==> src/rpre_pkg.sv <==
// ----------------------------------------------------------------------------
// rpre_pkg
// Shared constants and types of the rotation predicted residual encoder.
// ----------------------------------------------------------------------------
package rpre_pkg;
	localparam int MAX_WIDTH_DEF       = 64;
	localparam int MAX_HEIGHT_DEF      = 64;
	localparam int COEFF_FRAC_BITS_DEF = 14;

	localparam int DIM_W   = 7;
	localparam int COEFF_W = 16;
	localparam int BYTE_W  = 8;
	localparam int OFF_W   = 13;
	localparam int CFG_IDX_W = 2;

	localparam logic [CFG_IDX_W-1:0] REG_WIDTH  = 2'd0;
	localparam logic [CFG_IDX_W-1:0] REG_HEIGHT = 2'd1;
	localparam logic [CFG_IDX_W-1:0] REG_COS    = 2'd2;
	localparam logic [CFG_IDX_W-1:0] REG_SIN    = 2'd3;

	localparam logic CMD_KEY   = 1'b0;
	localparam logic CMD_INTER = 1'b1;

	// residual nibble: ((cur - pred) >>> 4) + 8, 4 bits
	function automatic logic [3:0] resid_nib(input logic [7:0] cur, input logic [7:0] pred);
		logic [8:0] t;
		t = {1'b0, cur} + 9'd256 - {1'b0, pred};
		return t[7:4] + 4'd8;
	endfunction
endpackage

==> src/rpre_mac.sv <==
// ----------------------------------------------------------------------------
// rpre_mac
// Shared multiply-accumulate unit: one signed product per cycle while en is high, added to or subtracted from an acc.
// ----------------------------------------------------------------------------
module rpre_mac #(
	parameter int A_W   = 12,
	parameter int ACC_W = 40
) (
	input  logic                     clk,
	input  logic                     clr,
	input  logic                     en,
	input  logic signed [A_W-1:0]    a,
	input  logic signed [rpre_pkg::COEFF_W-1:0] b,
	input  logic                     neg,
	input  logic signed [ACC_W-1:0]  init,
	output logic signed [ACC_W-1:0]  acc
);
	import rpre_pkg::*;
	logic signed [A_W+COEFF_W-1:0] prod;
	logic signed [ACC_W-1:0]       acc_q;

	assign prod = a * b;
	assign acc  = acc_q;

	always_ff @(posedge clk) begin
		if (clr) begin
			acc_q <= init;
		end else if (en) begin
			if (neg) acc_q <= acc_q - ACC_W'(prod);
			else     acc_q <= acc_q + ACC_W'(prod);
		end
	end
endmodule

==> config.mk <==
export PLATFORM = sky130hd
export DESIGN_NAME = rpre_mac
export DESIGN_NICKNAME = d
export VERILOG_FILES = /design/src/rpre_pkg.sv /design/src/rpre_mac.sv
export SDC_FILE = /design/constraint.sdc
export NUM_CORES = 1
export LEC_CHECK = 0
export BUFFER_PORTS_ARGS = -buffer_cell sky130_fd_sc_hd__buf_2
export CORE_ASPECT_RATIO = 1.2
export CORE_MARGIN = 3
export CORE_UTILIZATION = 25
export DETAILED_ROUTE_END_ITERATION = 10
export PLACE_DENSITY = 0.37
export SLEW_MARGIN = 5
export SYNTH_ARGS = -nofsm -noshare
export SYNTH_HDL_FRONTEND = slang
export SYNTH_SLANG_ARGS = --single-unit
==> constraint.sdc <==
create_clock -name clk -period 36.7 [get_ports clk]
set_input_delay 11.01 -clock clk [delete_from_list [all_inputs] [get_ports clk]]
set_output_delay 11.01 -clock clk [all_outputs]
set_load 0.05 [all_outputs]
==> impl_metrics.toml, run 1 <==
[setup_path]
cp.arrival_ns = 19.92
critPathLaunchType = "input port"
cp_max_fo = 16
crit_required_ns = 36.86
r2r_slack_ns = 32.65
slowest_delay_ns = 0.56
cp_common_cell = "fa_1"
path_class = "input port to flop"
crit_slowest_cell = "fa_1"
end_kind = "flop"

[status]
outcome = "finished clean"

[place]
io_buffers = 111
dpl.hpwl_mm = 28.7
place_congestion = 0.800

[timing]
setup-violations-final = 0
fin_crit_ns = 19.76
finalSetupTns_ns = 0
drv_slew = 0
timing.final.hold_violations = 0
max_slew_margin_pct = 26.9
clock_skew_ns = 0.00931
finalCritPeriodShare_pct = 53.8
worstMarginPinSlew_ns = 1.10
rsz0062_at_grt = "no"
max_freq_ghz = 0.0506

[cts]
ctsResizeCount = 0
ctsHtreeMaxLevel = 2
cts.sinks = 40
cts_tree = "built"
cts_buffer_depth = 2
insertion_delay_ns = 0.30
cts_buffers = 5
postCtsHoldBufs = 0
clock-root-buffer = "clkbuf_16"
cts.clk_slew.worst_paths_ns = 0.07
postCtsSetupBuffers = 0

[drt]
viasPerCell = 4.53
wirelength_mm = 34.5
wl_per_cell_um = 16.7
ant_nets = 0
vias = 9328
drtIter0Drc = 386
drtPass1Iterations = 4
drc = 0

[final_layout]
final_core_util_pct = 28.1
largest_reg_flops = 40
drive_gt1_share_pct = 9.76
area_delta_synth_final_pct = 11.0
final_nets = 1793
antenna_cells = 0

[synthesis]
ys.flop_type = "edfxtp_1"
synth_edf_count = 40
seq_area_frac_synth_pct = 10.3
synth_commonest_cells = "inv_1 (241), nand2_1 (188), fa_1 (179)"
synth.top_cell.area_share_pct = 30.7
yosys.cell_count.top_type = "inv_1"
synthCells = 1374
synth_area_leaders = "fa_1 (31%), ha_1 (11%), edfxtp_1 (10%)"
synth_area_um2 = 11700
yosys_warnings = 0
yosys_register_bits = 40
synth_cell_type_count = 73
syn_avg_cell_area_um2 = 8.48
async_reset_ff_share_pct = 0
yosysTopAreaCell = "fa_1"
synth_nets = 1724

[global_route]
grt_max_degree = 85
grt_util_all_layers_pct = 14.4
first_global_vias = 10255
grt_pass1_wl_mm = 57.2
grt-ovfl-total = 0
antenna_found_initial = 1

[die]
die_h_um = 243
initial_core_util_pct = 25.4
io_pins = 112
dieArea_um2 = 49300
rows = 86
core_um2 = 45900
die_x_um = 203

[hold_path]
min-delay-path-class = "flop to flop"

[job]
max_cap_violations = 0
per-stage QoR:
step	area [um^2]	instances	hold WS (ns)	worst slack, ns
after detailed placement	12800	2052	0.818	16.66
after CTS	12900	2060	0.825	16.91
after floorplan	11700	1374	1.07	17.58
final	12900	2060	0.823	16.94
after global placement	12800	2052	0.808	16.64
after global routing	12900	2060	0.848	16.31
layout make-up:
cell class / instances / area [um^2]
flip-flops and latches: 40 / 1200
clock inverters: 3 / 13.8
fillers: 5028 / 33000
repair buffers: 112 / 563
multi-input cells: 1042 / 9350
inverters: 242 / 908
clock buffers: 5 / 125
well taps: 616 / 771
metal layers:
metal  wire (um)  GRT usage [%]
met1       16200           19.4
met2       16700           25.3
met3        1120           1.55
met4         468           2.51
met5           7              0
logic make-up (layout without fill, tap and decap cells):
group / Yosys count / in the layout / share of synthesized area, %
xor gates and xnor gates: 77 / 77 / 5.85
adders and majority gates: 278 / 278 / 41.4
and+or+nand+nor: 432 / 432 / 18.1
AOI/OAI and AO/OA: 243 / 243 / 13.9
buffers and inverters: 292 / 362 / 9.46
muxes: 12 / 12 / 1.06
DFF: 40 / 40 / 10.3
critical path: cells and delay by family:
family,cells,cell delay (ns)
AND/OR/NAND/NOR,10,1.98
adder cells (fa/ha/maj),7,3.33
XOR/XNOR,1,0.16
buffers and inverters,4,0.51
AO/OA/AOI/OAI,10,2.92
final timing paths:
kind / start / end / depth (start not counted)
worst max register to register: acc[0] / acc[36] / 14
worst min-delay path: acc[0] / acc[0] / 3
worst max-delay path: a[6] / acc[39] / 32
worst min register to register: acc[0] / acc[0] / 3
layout by cell type, fill, tap and decap left out, types with 18 or more instances in the layout:
cell type | synthesis | layout
inv_1 | 241 | 241
a21oi_1 | 51 | 51
and3_1 | 22 | 22
edfxtp_1 | 40 | 40
and2_1 | 64 | 64
nor3_1 | 18 | 18
xnor2_1 | 45 | 45
nor2_1 | 53 | 53
ha_1 | 99 | 99
a21o_1 | 24 | 24
xor2_1 | 31 | 31
fa_1 | 179 | 179
nand2_1 | 188 | 188
o21ai_0 | 54 | 54
buf_2 | 5 | 111
Power of run 1 is left out: the tool's default activity adds up to more than one toggle a clock period on the data nets, which glitch-free logic cannot reach.
==> run 2: changes to the inputs <==
clock period = 18.9 ns   (was 36.7 ns; I/O delays follow)
==> run 2 against run 1 <==
  * Global-route usage fell by 0.090 points
  * Flip-flop and latch count did not move
  * Core utilization did not move
  * Critical path type unchanged
  * Sequential share of layout area did not move
  * Hold slack got worse by 0.0022 ns
==> impl_metrics.toml, run 2 (synthesized netlist as in run 1, its figures left out) <==
[place]
place_ws_ns = 4.21
dpl.hpwl_mm = 28.6
place_area_um2 = 12800
io_buffers = 111
place_congestion = 0.800
dp_cells = 2052

[die]
die_h_um = 243
io_pins = 112
rows = 86
dieArea_um2 = 49300
core_um2 = 45900
die_x_um = 203
initial_core_util_pct = 25.4

[hold_path]
min-delay-path-class = "flop to flop"
min-delay-start = "acc[6]"
hold_end = "acc[6]"
hold-path-cell-count = 3

[timing]
worstMarginPinSlew_ns = 1.10
postLayoutSetupSlackWorst_ns = 4.48
drv_slew = 0
setup-violations-final = 0
max_freq_ghz = 0.0694
rsz0062_at_grt = "no"
max_slew_margin_pct = 26.7
fin_crit_ns = 14.42
finalSetupTns_ns = 0
timing.final.hold_violations = 0
clock_skew_ns = 0.00810
finalCritPeriodShare_pct = 76.3

[drt]
drc = 0
vias = 9372
viasPerCell = 4.55
wirelength_mm = 34.6
drtPass1Iterations = 4
drtIter0Drc = 370
ant_nets = 0
wl_per_cell_um = 16.8

[global_route]
grt_max_degree = 85
grt_util_all_layers_pct = 14.3
first_global_vias = 10073
grt-ovfl-total = 0
grt_pass1_wl_mm = 56.6
antenna_found_initial = 0

[final_layout]
final_nets = 1793
fillerInstances = 5052
stdcell_area_um2 = 12900
largest_reg_flops = 40
final_cell_mix = "inv_1 (241), nand2_1 (188), fa_1 (179)"
area_delta_synth_final_pct = 11.0
drive_gt1_share_pct = 9.76
antenna_cells = 0
mostFrequentLayoutCell = "inv_1"
fin_cells = 2060

[status]
outcome = "finished clean"

[job]
max_cap_violations = 0

[setup_path]
crit_family = "adder cells"
r2r_slack_ns = 14.85
r2r-end = "acc[36]"
critPathLaunchType = "input port"
cp.arrival_ns = 14.58
cp_common_cell = "fa_1"
slowest_delay_ns = 0.56
path_class = "input port to flop"
worst_r2r_path_depth = 14
crit_required_ns = 19.06
reg2reg_from = "acc[0]"
cp_max_fo = 16
path_buf_inv = 4
crit_slowest_cell = "fa_1"
end_kind = "flop"

[cts]
cts.clk_slew.worst_paths_ns = 0.07
cts.sinks = 40
clock-root-buffer = "clkbuf_16"
cts_buffers = 5
cts_tree = "built"
postCtsSetupBuffers = 0
ctsHtreeMaxLevel = 2
insertion_delay_ns = 0.30
postCtsHoldBufs = 0
ctsResizeCount = 0
cts_buffer_depth = 2
==> run 2: cell counts in the layout (fill, tap and decap cells not counted) <==
No cell type changed its count.
==> run 2: worst max path at each step <==
stage / startpoint / endpoint / slack [ns] / depth (start not counted)
2_1_floorplan: a[0] / acc[39] / 5.12 / 36
3_3_place_gp: a[6] / acc[39] / 4.18 / 32
3_5_place_dp: a[6] / acc[39] / 4.21 / 32
4_1_cts: a[6] / acc[39] / 4.46 / 32
5_1_grt: a[5] / acc[39] / 3.83 / 32
6_report: a[5] / acc[39] / 4.48 / 32
==> run 2: area by class of cell <==
cell class                      instances  area [um^2]  area share [%]
Clock buffer                            5          125           0.967
Clock inverter                          3         13.8           0.106
Inverter                              242          908            7.02
Multi-Input combinational cell       1042         9350            72.3
Sequential cell                        40         1200            9.29
Tap cell                              616          771            5.96
Timing Repair Buffer                  112          563            4.35
==> run 2: routing by layer <==
layer / part of all wire [%] / vias up / GRT usage (%)
met5: 0 / - / 0
met2: 48 / 137 / 25.1
met4: 1.3 / 0 / 2.31
met3: 3.2 / 20 / 1.49
li1: - / 4611 / -
met1: 47 / 4604 / 19.4
==> run 2: worst reg2reg max path, delay by kind of cell (launching register included) <==
kind                     cells  cell delay (ns)
AO/OA/AOI/OAI                7             1.98
AND/OR/NAND/NOR              3             0.71
adder cells (fa/ha/maj)      2             0.60
flip-flops                   1             0.39
buffers and inverters        2             0.13
==> run 2: per-stage QoR <==
stage | hold WS (ns) | utilization [%]
global placement | 0.806 | 27.8
CTS | 0.830 | 28.1
detailed placement | 0.815 | 27.8
finish | 0.821 | 28.1
global route | 0.856 | 28.1
floorplan | 1.07 | -
Power of run 2 is left out for the same reason.
==> run 3: changes to the inputs <==
PLACE_DENSITY = 0.39   (was 0.37)
clock period = 13.25 ns   (was 18.9 ns; I/O delays follow)
==> run 3 against run 2 <==
  * Core utilization grew 0.076 points
  * Non-clock buffer count increased by 5
  * Routed wire length fell by 2.9%
  * Critical endpoint unchanged
==> impl_metrics.toml, run 3 (synthesized netlist as in run 1, its figures left out) <==
[final_layout]
largest_reg_flops = 40
stdcell_area_um2 = 13000
multi_input_area_um2 = 9350
area_delta_synth_final_pct = 11.3
drive_gt1_share_pct = 9.94
antenna_cells = 0
final_cell_mix = "inv_1 (241), nand2_1 (188), fa_1 (179)"
mostFrequentLayoutCell = "inv_1"
fillerInstances = 5037
final_core_util_pct = 28.2
regArea_um2 = 1200
final_nets = 1798

[cts]
cts_tree = "built"
cts.sinks = 40
postCtsSetupBuffers = 0
insertion_delay_ns = 0.30
clock-root-buffer = "clkbuf_16"
cts_buffers = 5
cts.clk_slew.worst_paths_ns = 0.06
ctsResizeCount = 0
postCtsHoldBufs = 0
ctsHtreeMaxLevel = 2
cts_buffer_depth = 2

[setup_path]
cp.arrival_ns = 12.75
path_class = "input port to flop"
cp-startpoint = "a[6]"
r2r_slack_ns = 9.31
crit_required_ns = 13.42
r2r-end = "acc[36]"
cp_max_fo = 16
critPathLaunchType = "input port"
worst_r2r_path_depth = 15
reg2reg_from = "acc[0]"
cp_common_cell = "fa_1"
crit_slowest_cell = "fa_1"
end_kind = "flop"
crit_path_end = "acc[39]"
slowest_delay_ns = 0.57

[drt]
drtPass1Iterations = 5
drc = 0
ant_nets = 0
drtIter0Drc = 437
viasPerCell = 4.54
wirelength_mm = 33.6
vias = 9375
wl_per_cell_um = 16.3

[global_route]
grt-ovfl-total = 0
antenna_found_initial = 1
grt_util_all_layers_pct = 14.0
grt_pass1_wl_mm = 56.1
first_global_vias = 10213
grt_max_degree = 85

[timing]
finalSetupTns_ns = 0
drv_slew = 0
fin_crit_ns = 12.58
timing.final.hold_violations = 0
setup-violations-final = 0
rsz0062_at_grt = "no"
max_freq_ghz = 0.0795
whs_ns = 0.832
clock_skew_ns = 0.00704
max_slew_margin_pct = 26.3
finalCritPeriodShare_pct = 95.0
worstMarginPinSlew_ns = 1.11

[hold_path]
hold-path-cell-count = 3
min-delay-path-class = "flop to flop"

[die]
rows = 86
dieArea_um2 = 49300
io_pins = 112
core_um2 = 45900
initial_core_util_pct = 25.4
die_h_um = 243
die_x_um = 203

[status]
outcome = "finished clean"

[place]
io_buffers = 111
place_area_um2 = 12800
dpl.hpwl_mm = 28.0
place_congestion = 0.808

[job]
max_cap_violations = 0
==> run 3: cell types whose count changed in the layout (fill, tap and decap cells not counted), sizes merged <==
cell	previous run	this run
clkbuf	5	7
clkinv	4	2
buf	112	117
==> run 3: final cells by class <==
| class | instances | area share, % |
|---|---|---|
| multi-input cells | 1042 | 72.1 |
| flip-flops and latches | 40 | 9.26 |
| inverters | 242 | 7.01 |
| well taps | 616 | 5.94 |
| repair buffers | 117 | 4.63 |
| clock buffers | 7 | 1.02 |
| clock inverters | 1 | 0.0289 |
==> run 3: worst min-delay path by stage <==
stage               startpoint  endpoint
floorplan               acc[0]    acc[0]
global placement        acc[0]    acc[0]
detailed placement     acc[38]   acc[38]
CTS                     acc[0]    acc[0]
global route           acc[38]   acc[38]
finish                 acc[38]   acc[38]
==> run 3: metal layers <==
layer | GRT usage (%) | up-vias | share of wire, %
met1 | 19.3 | 4560 | 47
met3 | 1.36 | 30 | 3.2
met5 | 0 | - | 0.039
li1 | - | 4632 | -
met2 | 24.0 | 151 | 48
met4 | 2.88 | 2 | 1.5
==> run 3: worst max-delay path, delay by kind of cell <==
family                   cells  cell delay (ns)
buffers and inverters        4             0.49
AND/OR/NAND/NOR             10             1.94
XOR/XNOR                     1             0.15
adder cells (fa/ha/maj)      7             3.32
AO/OA/AOI/OAI               10             2.85
==> run 3: stage by stage <==
step                      cells  setup slack [ns]
after detailed placement   2057             0.400
after floorplan            1374              1.17
after global placement     2057             0.453
after global routing       2065             0.126
after CTS                  2065             0.632
final                      2065             0.668
Power of run 3 is left out for the same reason.
